File: src/hw/rtl/hsba_pkg.sv
// Shared types and constants for the HSV saturation/brightness adjust unit.
// No dependencies.
package hsba_pkg;

  localparam int unsigned CH_W          = 8;
  localparam int unsigned LVL_W         = 7;
  localparam int unsigned FRACTION_BITS = 16;

  localparam logic [LVL_W-1:0] LVL_NEUTRAL = 7'd50;
  localparam logic [LVL_W-1:0] LVL_RESET   = 7'd50;

  // ceil(2^20 / 50), exact for brightness products up to 77*255
  localparam logic [14:0] BRT_RECIP = 15'd20972;
  localparam int unsigned BRT_SHIFT = 20;

  localparam logic REG_BRIGHTNESS = 1'b0;
  localparam logic REG_SATURATION = 1'b1;

  typedef enum logic [1:0] {
    SEL_RED   = 2'd0,
    SEL_GREEN = 2'd1,
    SEL_BLUE  = 2'd2
  } max_sel_e;

  typedef struct packed {
    logic [CH_W-1:0] mx;
    max_sel_e        sel;
    logic            neg;
    logic            delta_zero;
    logic            max_zero;
  } side_t;

endpackage

File: src/hw/rtl/hsba_div.sv
// Pipelined dual restoring divider: (n << F) / d for n <= d, one quotient bit per stage.
// Depends on hsba_pkg.
module hsba_div #(
  parameter int unsigned FRACTION_BITS = hsba_pkg::FRACTION_BITS
) (
  input  logic                           clk_i,
  input  logic                           rst_ni,
  input  logic                           valid_i,
  input  hsba_pkg::side_t                side_i,
  input  logic [hsba_pkg::CH_W-1:0]      hue_num_i,
  input  logic [hsba_pkg::CH_W-1:0]      hue_den_i,
  input  logic [hsba_pkg::CH_W-1:0]      sat_num_i,
  input  logic [hsba_pkg::CH_W-1:0]      sat_den_i,
  output logic                           valid_o,
  output hsba_pkg::side_t                side_o,
  output logic [FRACTION_BITS:0]         hue_quo_o,
  output logic [FRACTION_BITS:0]         sat_quo_o
);

  localparam int unsigned NST = FRACTION_BITS + 1;
  localparam int unsigned QW  = FRACTION_BITS + 1;
  localparam int unsigned CW  = hsba_pkg::CH_W;

  logic [NST-1:0]  vld_q;
  hsba_pkg::side_t side_q [NST];
  logic [CW-1:0]   hr_q [NST];
  logic [CW-1:0]   hd_q [NST];
  logic [CW-1:0]   sr_q [NST];
  logic [CW-1:0]   sd_q [NST];
  logic [QW-1:0]   hq_q [NST];
  logic [QW-1:0]   sq_q [NST];

  function automatic logic [CW:0] div_step(input logic [CW:0] r, input logic [CW-1:0] d);
    logic          b;
    logic [CW:0]   diff;
    b    = (r >= {1'b0, d});
    diff = r - {1'b0, d};
    return b ? {1'b1, diff[CW-1:0]} : {1'b0, r[CW-1:0]};
  endfunction

  always_ff @(posedge clk_i or negedge rst_ni) begin
    if (!rst_ni) begin
      vld_q <= '0;
    end else begin
      vld_q <= {vld_q[NST-2:0], valid_i};
    end
  end

  always_ff @(posedge clk_i) begin
    logic [CW:0] hs;
    logic [CW:0] ss;
    hs = div_step({1'b0, hue_num_i}, hue_den_i);
    ss = div_step({1'b0, sat_num_i}, sat_den_i);
    side_q[0] <= side_i;
    hd_q[0]   <= hue_den_i;
    sd_q[0]   <= sat_den_i;
    hr_q[0]   <= hs[CW-1:0];
    sr_q[0]   <= ss[CW-1:0];
    hq_q[0]   <= {{(QW-1){1'b0}}, hs[CW]};
    sq_q[0]   <= {{(QW-1){1'b0}}, ss[CW]};
    for (int k = 1; k < NST; k++) begin
      hs = div_step({hr_q[k-1], 1'b0}, hd_q[k-1]);
      ss = div_step({sr_q[k-1], 1'b0}, sd_q[k-1]);
      side_q[k] <= side_q[k-1];
      hd_q[k]   <= hd_q[k-1];
      sd_q[k]   <= sd_q[k-1];
      hr_q[k]   <= hs[CW-1:0];
      sr_q[k]   <= ss[CW-1:0];
      hq_q[k]   <= {hq_q[k-1][QW-2:0], hs[CW]};
      sq_q[k]   <= {sq_q[k-1][QW-2:0], ss[CW]};
    end
  end

  assign valid_o   = vld_q[NST-1];
  assign side_o    = side_q[NST-1];
  assign hue_quo_o = hq_q[NST-1];
  assign sat_quo_o = sq_q[NST-1];

endmodule

File: src/hw/rtl/hsv_saturation_brightness_adjust_unit.sv
// Top level of the HSV saturation/brightness adjust unit.
// Depends on hsba_pkg and hsba_div.
//
// Usage:
//   A pixel (red_i, green_i, blue_i) is taken on a rising edge with start_i
//   high and busy_o low. busy_o is always low: a pixel may enter every cycle.
//   The adjusted pixel appears on red_o/green_o/blue_o with valid_o high for
//   exactly one cycle, and is taken at the edge that ends that cycle.
//   Throughput is one pixel per cycle.
//   The pipeline holds the two pipelined dividers (hue fraction and
//   saturation), one quotient bit per stage, FRACTION_BITS + 1 stages,
//   plus input clamp, min/max, hue/sat fixup, two multiplier stages and
//   the output register.
//   Config: cfg_we_i writes cfg_wdata_i to register cfg_idx_i
//   (0 brightness, 1 saturation); the derived offset and saturation step are
//   computed at the write, so a pixel may follow on the next edge.
//   Reset clears all beat valid bits and sets both levels to 50.
//   The receiver cannot stall; each result beat is shown once.
module hsv_saturation_brightness_adjust_unit #(
  parameter int unsigned FRACTION_BITS = hsba_pkg::FRACTION_BITS
) (
  input  logic                          clk_i,
  input  logic                          rst_ni,
  input  logic                          start_i,
  output logic                          busy_o,
  input  logic [hsba_pkg::CH_W-1:0]     red_i,
  input  logic [hsba_pkg::CH_W-1:0]     green_i,
  input  logic [hsba_pkg::CH_W-1:0]     blue_i,
  output logic                          valid_o,
  output logic [hsba_pkg::CH_W-1:0]     red_o,
  output logic [hsba_pkg::CH_W-1:0]     green_o,
  output logic [hsba_pkg::CH_W-1:0]     blue_o,
  input  logic                          cfg_we_i,
  input  logic                          cfg_idx_i,
  input  logic [hsba_pkg::LVL_W-1:0]    cfg_wdata_i
);

  localparam int unsigned FB  = FRACTION_BITS;
  localparam int unsigned CW  = hsba_pkg::CH_W;
  localparam int unsigned QW  = FB + 1;
  localparam int unsigned HW  = FB + 4;
  localparam int unsigned CPW = FB + 9;
  localparam int unsigned SPW = 2 * FB + 13;
  localparam int unsigned XPW = 2 * FB + 10;
  localparam int unsigned LAT = FB + 7;
  localparam longint unsigned SAT_RECIP_L = ((64'd1 << (FB + 12)) + 64'd49) / 64'd50;
  localparam logic [FB+6:0]   SAT_RECIP   = SAT_RECIP_L[FB+6:0];
  localparam logic [QW-1:0]   ONE         = {1'b1, {FB{1'b0}}};
  localparam logic signed [HW-1:0] H_ONE  = {{(HW-1){1'b0}}, 1'b1} << FB;

  // ---------------- configuration ----------------
  logic signed [9:0]    offset_q, offset_d;
  logic signed [FB+2:0] step_q, step_d;

  logic signed [7:0] lvl_s;
  logic [6:0]        lvl_a;
  logic [29:0]       brt_prod;
  logic [8:0]        brt_mag;
  logic              sat_hi;
  logic [5:0]        sat_rr;
  logic [SPW-1:0]    sat_prod;
  logic [QW-1:0]     sat_mag;

  always_comb begin
    lvl_s    = $signed({1'b0, cfg_wdata_i}) - $signed({1'b0, hsba_pkg::LVL_NEUTRAL});
    lvl_a    = lvl_s[7] ? 7'(-lvl_s) : lvl_s[6:0];
    brt_prod = 30'(30'(lvl_a) * 30'd255) * 30'(hsba_pkg::BRT_RECIP);
    brt_mag  = brt_prod[hsba_pkg::BRT_SHIFT+8:hsba_pkg::BRT_SHIFT];
    sat_hi   = (lvl_a >= 7'd50);
    sat_rr   = sat_hi ? 6'(lvl_a - 7'd50) : lvl_a[5:0];
    sat_prod = SPW'({sat_rr, {FB{1'b0}}}) * SPW'(SAT_RECIP);
    sat_mag  = {sat_hi, sat_prod[FB+12+FB-1:FB+12]};
    offset_d = offset_q;
    step_d   = step_q;
    if (cfg_we_i) begin
      case (cfg_idx_i)
        hsba_pkg::REG_BRIGHTNESS: begin
          offset_d = lvl_s[7] ? -$signed({1'b0, brt_mag}) : $signed({1'b0, brt_mag});
        end
        hsba_pkg::REG_SATURATION: begin
          step_d = lvl_s[7] ? -$signed({2'b0, sat_mag}) : $signed({2'b0, sat_mag});
        end
        default: begin
        end
      endcase
    end
  end

  always_ff @(posedge clk_i or negedge rst_ni) begin
    if (!rst_ni) begin
      offset_q <= '0;
      step_q   <= '0;
    end else begin
      offset_q <= offset_d;
      step_q   <= step_d;
    end
  end

  // ---------------- S0: brightness offset and clamp ----------------
  function automatic logic [CW-1:0] clamp_ch(input logic [CW-1:0] v, input logic signed [9:0] o);
    logic signed [10:0] s;
    s = $signed({3'b0, v}) + 11'(o);
    if (s < 0) return '0;
    if (s > 11'sd255) return 8'hFF;
    return s[CW-1:0];
  endfunction

  logic          accept;
  logic          v0_q, v1_q, v5_q, v6_q, v7_q, v8_q;
  logic [CW-1:0] r0_q, g0_q, b0_q;

  assign busy_o = 1'b0;
  assign accept = start_i && !busy_o;

  always_ff @(posedge clk_i) begin
    r0_q <= clamp_ch(red_i, offset_q);
    g0_q <= clamp_ch(green_i, offset_q);
    b0_q <= clamp_ch(blue_i, offset_q);
  end

  // ---------------- S1: max, min, hue numerator ----------------
  hsba_pkg::side_t side1_q;
  logic [CW-1:0]   hn1_q, hd1_q, sn1_q, sd1_q;

  logic [CW-1:0]     mx, mn;
  logic signed [8:0] diff;
  hsba_pkg::max_sel_e sel;

  always_comb begin
    mx = r0_q;
    mn = r0_q;
    if (g0_q > mx) mx = g0_q;
    if (b0_q > mx) mx = b0_q;
    if (g0_q < mn) mn = g0_q;
    if (b0_q < mn) mn = b0_q;
    if (r0_q == mx) begin
      sel  = hsba_pkg::SEL_RED;
      diff = $signed({1'b0, g0_q}) - $signed({1'b0, b0_q});
    end else if (g0_q == mx) begin
      sel  = hsba_pkg::SEL_GREEN;
      diff = $signed({1'b0, b0_q}) - $signed({1'b0, r0_q});
    end else begin
      sel  = hsba_pkg::SEL_BLUE;
      diff = $signed({1'b0, r0_q}) - $signed({1'b0, g0_q});
    end
  end

  always_ff @(posedge clk_i) begin
    side1_q.mx         <= mx;
    side1_q.sel        <= sel;
    side1_q.neg        <= diff[8];
    side1_q.delta_zero <= (mx == mn);
    side1_q.max_zero   <= (mx == '0);
    hn1_q              <= diff[8] ? 8'(-diff) : diff[7:0];
    hd1_q              <= mx - mn;
    sn1_q              <= mx - mn;
    sd1_q              <= mx;
  end

  // ---------------- dividers ----------------
  logic            vd;
  hsba_pkg::side_t sided;
  logic [QW-1:0]   hq, sq;

  hsba_div #(.FRACTION_BITS(FB)) u_div (
    .clk_i     (clk_i),
    .rst_ni    (rst_ni),
    .valid_i   (v1_q),
    .side_i    (side1_q),
    .hue_num_i (hn1_q),
    .hue_den_i (hd1_q),
    .sat_num_i (sn1_q),
    .sat_den_i (sd1_q),
    .valid_o   (vd),
    .side_o    (sided),
    .hue_quo_o (hq),
    .sat_quo_o (sq)
  );

  // ---------------- P1: hue wrap, saturation step and clamp ----------------
  logic [FB+2:0]  hue5_q;
  logic [QW-1:0]  sat5_q;
  logic [CW-1:0]  mx5_q;

  logic signed [HW-1:0] hue_raw, hbase, qx, sat_raw;
  logic [QW-1:0]        sat_c;

  always_comb begin
    qx = $signed({3'b0, hq});
    case (sided.sel)
      hsba_pkg::SEL_GREEN: hbase = H_ONE <<< 1;
      hsba_pkg::SEL_BLUE:  hbase = H_ONE <<< 2;
      default:             hbase = '0;
    endcase
    hue_raw = hbase + (sided.neg ? -qx : qx);
    if (sided.delta_zero) hue_raw = '0;
    if (hue_raw < 0) hue_raw = hue_raw + HW'(H_ONE * 6);
    sat_raw = (sided.max_zero ? '0 : $signed({3'b0, sq})) + HW'(step_q);
    if (sat_raw < 0) sat_c = '0;
    else if (sat_raw > $signed({3'b0, ONE})) sat_c = ONE;
    else sat_c = sat_raw[QW-1:0];
  end

  always_ff @(posedge clk_i) begin
    hue5_q <= hue_raw[FB+2:0];
    sat5_q <= sat_c;
    mx5_q  <= sided.mx;
  end

  // ---------------- P2: sector, triangle term, chroma ----------------
  logic [2:0]     sec6_q;
  logic [QW-1:0]  omt6_q;
  logic [CPW-1:0] c6_q;
  logic [CW-1:0]  mx6_q;

  logic [QW-1:0] hmod2, tri_t;

  always_comb begin
    hmod2 = {hue5_q[FB], hue5_q[FB-1:0]};
    tri_t = (hmod2 >= ONE) ? (hmod2 - ONE) : (ONE - hmod2);
  end

  always_ff @(posedge clk_i) begin
    sec6_q <= hue5_q[FB+2:FB];
    omt6_q <= ONE - tri_t;
    c6_q   <= CPW'(mx5_q) * CPW'(sat5_q);
    mx6_q  <= mx5_q;
  end

  // ---------------- P3: x and m ----------------
  logic [2:0]     sec7_q;
  logic [CPW-1:0] c7_q, x7_q, m7_q;
  logic [XPW-1:0] xprod;

  assign xprod = XPW'(c6_q) * XPW'(omt6_q);

  always_ff @(posedge clk_i) begin
    sec7_q <= sec6_q;
    c7_q   <= c6_q;
    x7_q   <= xprod[FB+CPW-1:FB];
    m7_q   <= CPW'({mx6_q, {FB{1'b0}}}) - c6_q;
  end

  // ---------------- P4: sector map and output ----------------
  logic [CPW-1:0] pr, pg, pb, sr, sg, sb;

  always_comb begin
    case (sec7_q)
      3'd0:    begin pr = c7_q; pg = x7_q; pb = '0;   end
      3'd1:    begin pr = x7_q; pg = c7_q; pb = '0;   end
      3'd2:    begin pr = '0;   pg = c7_q; pb = x7_q; end
      3'd3:    begin pr = '0;   pg = x7_q; pb = c7_q; end
      3'd4:    begin pr = x7_q; pg = '0;   pb = c7_q; end
      default: begin pr = c7_q; pg = '0;   pb = x7_q; end
    endcase
    sr = pr + m7_q;
    sg = pg + m7_q;
    sb = pb + m7_q;
  end

  always_ff @(posedge clk_i) begin
    red_o   <= sr[FB+7:FB];
    green_o <= sg[FB+7:FB];
    blue_o  <= sb[FB+7:FB];
  end

  // ---------------- beat valid chain ----------------
  always_ff @(posedge clk_i or negedge rst_ni) begin
    if (!rst_ni) begin
      v0_q <= 1'b0;
      v1_q <= 1'b0;
      v5_q <= 1'b0;
      v6_q <= 1'b0;
      v7_q <= 1'b0;
      v8_q <= 1'b0;
    end else begin
      v0_q <= accept;
      v1_q <= v0_q;
      v5_q <= vd;
      v6_q <= v5_q;
      v7_q <= v6_q;
      v8_q <= v7_q;
    end
  end

  assign valid_o = v8_q;

  // ---------------- assertions ----------------
  a_beat_out: assert property (@(posedge clk_i) disable iff (!rst_ni)
    accept |-> ##LAT valid_o)
    else $error("accepted beat did not emerge after pipeline latency");

  a_no_spurious: assert property (@(posedge clk_i) disable iff (!rst_ni)
    !$past(accept, LAT) |-> !valid_o)
    else $error("result beat without matching input beat");

  a_gray_out: assert property (@(posedge clk_i) disable iff (!rst_ni)
    (v6_q && sec6_q > 3'd5) |-> 1'b0)
    else $error("hue sector out of range");

endmodule
File: config.mk
export PLATFORM = sky130hd
export DESIGN_NAME = hsv_saturation_brightness_adjust_unit
export DESIGN_NICKNAME = d
export VERILOG_FILES = /design/src/hw/rtl/hsba_pkg.sv /design/src/hw/rtl/hsba_div.sv /design/src/hw/rtl/hsv_saturation_brightness_adjust_unit.sv
export SDC_FILE = /design/constraint.sdc
export NUM_CORES = 2
export LEC_CHECK = 0
export ABC_AREA = 1
export ABC_CLOCK_PERIOD_IN_PS = 8250
export BUFFER_PORTS_ARGS = -buffer_cell sky130_fd_sc_hd__buf_2
export CELL_PAD_IN_SITES_DETAIL_PLACEMENT = 2
export CELL_PAD_IN_SITES_GLOBAL_PLACEMENT = 2
export CORE_MARGIN = 2
export CORE_UTILIZATION = 35
export DETAILED_ROUTE_END_ITERATION = 8
export PLACE_DENSITY = 0.81
export SLEW_MARGIN = 20
export SYNTH_ARGS = -nofsm -noshare
export SYNTH_HDL_FRONTEND = slang
export SYNTH_SLANG_ARGS = --single-unit
File: constraint.sdc
create_clock -name clk_i -period 8.25 [get_ports clk_i]
set_clock_uncertainty 0.1 [all_clocks]
set_input_delay 0.825 -clock clk_i [delete_from_list [all_inputs] [get_ports clk_i]]
set_output_delay 0.825 -clock clk_i [all_outputs]
set_load 0.005 [all_outputs]
== Yosys cells after proc, flatten, opt, wreduce, memory -nomap -nowiden ==
Memories as Yosys holds them, arrays and structs flattened.
Cells that the tools add are included.
Word-level totals
  bits in registers: 301
  memory bits (writable): 1343
  word-level logic and storage cells: 251
  memories kept: 7
Memory list
  u_div.hq_q: words 17, width 17, rd ports 17, clocked after memory_dff 0, wr ports 17, RTL line hsba_div.sv:30  | logic [QW-1:0] hq_q [NST];
  u_div.sq_q: words 17, width 17, rd ports 17, clocked after memory_dff 0, wr ports 17, RTL line hsba_div.sv:31  | logic [QW-1:0] sq_q [NST];
  u_div.side_q: words 17, width 13, rd ports 17, clocked after memory_dff 0, wr ports 17, RTL line hsba_div.sv:25  | hsba_pkg::side_t side_q [NST];
  u_div.hd_q: words 17, width 8, rd ports 16, clocked after memory_dff 0, wr ports 17, RTL line hsba_div.sv:27  | logic [CW-1:0] hd_q [NST];
  u_div.hr_q: words 17, width 8, rd ports 16, clocked after memory_dff 0, wr ports 17, RTL line hsba_div.sv:26  | logic [CW-1:0] hr_q [NST];
  u_div.sd_q: words 17, width 8, rd ports 16, clocked after memory_dff 0, wr ports 17, RTL line hsba_div.sv:29  | logic [CW-1:0] sd_q [NST];
  1 more memories
Operators by class
  add/subtract/negate cells: 58
  $mul: 5
  $lt $le $gt $ge: 49
  equal/unequal tests: 9
  mux-type cells: 77
  bitwise operators: 1
  reduce and logical (&&, ||, !) cells: 11
Operators by type and width (count)
  $mux W9: 36
  $ge A9 B8 Y1: 32
  $sub A8 B8 Y8: 35
  $pmux W24 S2: 3
  $mux W8: 17
  $add A24 B24 Y24: 3
  $mux W17: 3
  $lt A20 B1 Y1 const B: 2
  $mul A25 B17 Y40: 1
  $mux W20: 2
  $mux W19: 2
  $pmux W19 S2: 1
  $sub A17 B17 Y17 const A: 2
  $add A9 B10 Y11: 3
  $gt A11 B9 Y1 const B: 3
  $lt A11 B1 Y1 const B: 3
  $mul A15 B13 Y27 const B: 1
  $mul A6 B22 Y27 const B: 1
  $sub A8 B8 Y9: 3
  $mul A8 B17 Y25: 1
  $eq A8 B8 Y1: 3
  $sub A24 B24 Y24: 1
  $add A18 B19 Y20: 1
  $add A20 B20 Y20: 1
  31 further kinds: 50

== Depth between registers and ports, before layout ==
  depth after elaboration: 9
  depth in mapped cells: 57

== Hierarchy ==
Synthesis repeated with hierarchy kept, for this count alone.
Unflattened totals
  cell total of the unflattened synthesis: 9874
  area, all modules: 81755.9 sq um
By module, submodules not included
  hsv_saturation_brightness_adjust_unit: instances 1, cells an instance 5395, area each 41554.9 sq um, seq. area each 5840.6 sq um
  hsba_div: instances 1, cells an instance 4479, area each 40201.1 sq um, seq. area each 21225.4 sq um

== Least setup slack after synthesis ==
Ideal clock, no wire load.
  kind: in2reg
  start point: input cfg_wdata_i[1] (netlist name)
  end point: register offset_q[8]
  library setup time: 0.118 ns
  arrival: 10.188 ns
  required time: 8.032 ns
  path slack: -2.156 ns
  cell stages on the path: 51
  path buffers: 2
  cells stage by stage: inv_1 -> ha_1 -> a21oi_1 -> nor2_1 -> buf_2 -> inv_1 -> clkbuf_1 -> nor2_1 -> xor2_1 -> fa_1 -> inv_1 -> fa_1 -> inv_1 -> fa_1 -> fa_1 -> inv_1 -> ha_1 -> nand2_1 -> (+15 left out) -> fa_1 -> inv_1 -> ha_1 -> nand2_1 -> nor2_1 -> inv_1 -> nor2_1 -> nor2_1 -> nand2_1 -> xnor2_1 -> ha_1 -> inv_1 -> nor3_1 -> nand4_1 -> nand2_1 -> nand2_1 -> nand3_1 -> nand2_1
On the way
  word-level cells in the longest chain between the ends: 7
Ends and longest elaborated chain
  from (decl): RTL line hsv_saturation_brightness_adjust_unit.sv:35  | input logic [hsba_pkg::LVL_W-1:0] cfg_wdata_i
  $sub A7 B6 Y8 (*): RTL line hsv_saturation_brightness_adjust_unit.sv:65  | lvl_s = $signed({1'b0, cfg_wdata_i}) - $signed({1'b0, hsba_pkg::LVL_NEUTRAL});
  $neg A7 Y7: RTL line hsv_saturation_brightness_adjust_unit.sv:66  | lvl_a = lvl_s[7] ? 7'(-lvl_s) : lvl_s[6:0];
  $mux W7: RTL line hsv_saturation_brightness_adjust_unit.sv:66
  $mul A7 B8 Y15: RTL line hsv_saturation_brightness_adjust_unit.sv:67  | brt_prod = 30'(30'(lvl_a) * 30'd255) * 30'(hsba_pkg::BRT_RECIP);
  $mul A15 B13 Y27: RTL line hsv_saturation_brightness_adjust_unit.sv:67
  $neg A9 Y10: RTL line hsv_saturation_brightness_adjust_unit.sv:78  | offset_d = lvl_s[7] ? -$signed({1'b0, brt_mag}) : $signed({1'b0, brt_mag});
  $mux W10 (*): RTL line hsv_saturation_brightness_adjust_unit.sv:78
  to (signal assigned): RTL line hsv_saturation_brightness_adjust_unit.sv:94  | offset_q <= offset_d;
  to (decl): RTL line hsv_saturation_brightness_adjust_unit.sv:52  | logic signed [9:0] offset_q, offset_d;
Mark *: on every way between the ends. The rest lies on a longest branch, timed or not.
A chain may end at the register's enable or synchronous reset.

== Worst setup path after layout ==
  start point: input cfg_wdata_i[1] (netlist name)
  end point: register offset_q[6]
The elaborated chain is that of the path after synthesis.

==> summary.md <==
| Metric | Value |
|---|---|
| Run status | complete, but fails checks |
| Violations in the final reports | negative setup slack |
| Min-delay worst type | primary input to asynchronous set/reset pin |
| Synthesized area divided by synthesized cell count | 8.63 um2 |
| Die W | 460 um |
| Syn_nets | 9804 |
| FILL cells | 22600 |
| Worst reg2reg path startpoint | c6_q[3] |
| CP arrival | 10390 ps |
| Number of flip-flops and latches in the synthesized netlist | 1211 |
| Number of maximum-capacitance violations | 0 |
| Core area | 0.207 mm2 |
| Number of distinct library cell variants in the gate-level netlist after synthesis | 63 |
| Sequential fraction of the synthesis area | 33.7% |
| Final ANT Viol Nets | 0 |
| Setup repair after global routing missed its margin | true |
| NumNets Final | 10100 |
| Synth top area share | 31.9% |
| Critical Path Source Type | primary input |
| Fmax achieved | 103 MHz |
| Average routed wire per standard cell | 23.3 um |
| Final cycle utilization of the critical path | 118% |
| Post-Route Hold Slack | 41.0 ps |
| Clock tree root buffer cell | clkbuf_16 |
| Highest cell delay on the worst timing path | 590 ps |
| Worst setup startpoint | cfg_wdata_i[1] |
| DRC violation count after routing | 0 |
| Max-slew violation count | 0 |
| Transition at the pin with the smallest max-transition slack | 1200 ps |
| Number of global-route vias before repair | 69900 |
| Starting DRT DRC Count | 2640 |
| Crit path kind | primary input to flop |
| Routed wire length on met3 | 8000 um |
| Mapped Area | 0.0726 mm2 |
| Post-layout min period | 9710 ps |
| Layout cells sized above 1 | 8.60% |
| Aggregate global routing overflow | 0 |
| Weighted congestion reported at the end of routability-driven placement | 0.862 |
| Instance count of the mapped netlist | 8419 |
| Number of enable-type register cells in the synthesized netlist | 0 |
| Count of warnings emitted by yosys | 0 |
| Predominant post-synthesis flop cell | dfxtp_1 |
| Pin count of the biggest net entering global routing | 53 |
| Peak fanout along the critical path | 4 |
| Number of antenna violations at the first check in global routing | 6 |
| Total I/O pin count | 62 |
| Longest Clk Path Bufs | 3 |
| Clock insertion delay at the later pin of the skew report | 810 ps |
| Number of hold violations in the final report | 0 |
| Async set-or-reset flop fraction in the synthesized netlist | 4.29% |
| Required time of the critical path | 8930 ps |
| Placed Area | 0.0776 mm2 |
| Final standard cell utilization of the core | 40.3% |
| Clock transition at the register clock pins on the worst setup and hold paths after CTS | 80 ps |
| Register area | 0.0245 mm2 |
| Quantity of I/O buffers inserted on ports | 60 |
| Total Wirelength | 268000 um |
| Synthesis-to-finish area growth | 14.6% |
| CTS buffer count | 140 |
| Vias | 58800 |
| Cell Rows | 167 |
| Max stage delay cell, worst path | fa_1 |
| Global-route wire length before repair | 414000 um |
| Initial Utilization | 35.1% |
| Final setup slack of the worst path | -1460 ps |
| Clock net sink count | 1211 |
| Critical Path End Type | flop |
| Die ar. | 0.211 mm2 |
| Met1 routed wirelength after detailed routing | 105000 um |
| Multi-input combinational cell area | 0.0419 mm2 |
| Chip height | 460 um |
| Number of iterations in the first detailed-routing pass | 7 |
| H-tree level count | 4 |
| Overall global routing resource usage | 24.9% |
| Post-detailed-placement half-perimeter wirelength | 180000 um |
| # setup viols final | 10 |
| Via density | 5.11 |
| Total met2 wirelength after detailed routing | 143000 um |
| Relative slew slack | 20.0% |
| Max Used Layer | met5 |
| Summed area of non-filler cells in the final layout | 0.0832 mm2 |
| Synth top area cells | dfxtp_1 (32%), fa_1 (16%), ha_1 (13%) |
| Clock tree from TritonCTS | built |
| Leading area contributor after synthesis | dfxtp_1 |
| Cell seen most often among critical-path stages | inv_1 |
==> flip-flops by register name, summed over array words and instances, names as in the netlist, 10 cells and up <==
name          flops
c6_q             25
c7_q             23
hue5_q           19
m7_q             24
offset_q         10
omt6_q           17
sat5_q           17
step_q           19
u_div.hd_q      128
u_div.hq_q      153
u_div.hr_q      128
u_div.sd_q      127
u_div.side_q     94
u_div.sq_q      153
u_div.sr_q      128
u_div.vld_q      17
x7_q             24
==> final cells by class <==
type	instances	share of cell area, %
Multi-Input combinational cell	5375	50.3
Sequential cell	1211	29.4
Inverter	1634	7.41
Clock buffer	183	4.67
Tap cell	2704	4.06
Timing Repair Buffer	319	2.79
Clock inverter	77	1.33
Antenna cell	1	0.00301
==> path summary, 6_finish.rpt <==
kind | slack [ps] | end | cells past startpoint
min in group clk_i | 210 | u_div.hq_q[4][12] | 0
worst max-delay path | -1460 | offset_q[6] | 48
worst max register to register | 750 | x7_q[21] | 25
worst min register to register | 210 | u_div.hq_q[4][12] | 0
max in group asynchronous | 7420 | step_q[5] | 2
worst min-delay path | 40 | offset_q[2] | 2
==> timing repair <==
action,CTS,global route
hold buffers,1,0
endpoints found under the setup margin,10,10
gates resized for setup,73,31
pin swaps,82,43
buffers inserted,18,7
endpoints found under the hold margin,1,0
==> routing by layer <==
| layer | track usage, % | up-vias |
|---|---|---|
| met1 | 27.7 | 30200 |
| met5 | 0 | - |
| met2 | 47.5 | 1108 |
| met4 | 9.90 | 2 |
| met3 | 3.24 | 640 |
| li1 | - | 26800 |
==> kinds of logic after synthesis <==
group	after synthesis	share of synthesized area (%)
adders and majority gates	1349	29.2
other	1	0.00516
DFF	1211	33.7
and+or+nand+nor	2438	13.7
AOI/OAI and AO/OA	1181	8.93
buffers and inverters	1833	9.54
xor gates and xnor gates	405	4.88
muxes	1	0.0155
==> critical path: cells and delay by family <==
family	cells	cell delay (ps)
adder cells (fa/ha/maj)	13	5010
AO/OA/AOI/OAI	5	960
buffers and inverters	15	1280
XOR/XNOR	3	640
AND/OR/NAND/NOR	12	1650
==> through the flow <==
| stage | cells | worst slack [ps] | setup TNS (ps) |
|---|---|---|---|
| 2_1_floorplan | 8419 | -1360 | -11730 |
| 3_3_place_gp | 11200 | -2000 | -17300 |
| 3_5_place_dp | 11200 | -2380 | -20800 |
| 4_1_cts | 11500 | -1140 | -9390 |
| 5_1_grt | 11500 | -1890 | -17100 |
| 6_report | 11500 | -1460 | -13130 |
==> Yosys cell counts, types with 3 or more instances <==
library cell  count
inv_1          1627
nand2_1        1538
dfxtp_1        1159
ha_1            776
fa_1            573
nor2_1          466
a21oi_1         459
o21ai_0         457
xor2_1          296
nand3_1         203
clkbuf_1        164
xnor2_1         109
o22ai_1          75
nor3_1           73
nand4_1          66
dfrtp_1          52
a211oi_1         35
a31oi_1          29
o21bai_1         24
nand2_2          22
nor4_1           22
a21o_1           19
buf_1            17
or2_2            14
o211ai_1         11
o41ai_1          10
buf_2             9
nand3b_1          9
o21a_1            9
o221ai_1          9
o31ai_1           9
a21boi_0          7
o21ai_1           7
inv_2             5
nand3_2           5
o311ai_0          5
a221oi_1          4
and3_1            4
nor2_2            4
a31o_2            3
buf_4             3
buf_6             3
clkbuf_2          3
nor2_4            3
==> cell usage in the layout (no fill, tap or decap), types with 22 or more instances in the layout <==
master and n:
o22ai_1 75, o21bai_1 23, ha_1 760, a211oi_1 35
buf_4 250, nor4_1 22, clkinv_2 32, dfxtp_1 1152
clkbuf_16 141, buf_2 57, dfrtp_1 52, nor2_1 453
clkbuf_1 22, nand2_2 39, inv_2 25, nand3_1 200
inv_1 1601, xnor2_1 104, nand4_1 66, o21ai_0 447
nand2_1 1516, xor2_1 287, a31oi_1 28, nor3_1 68
a21oi_1 446, fa_1 567
Power is left out: the tool's default activity adds up to more than one toggle a clock period on the data nets, which glitch-free logic cannot reach.
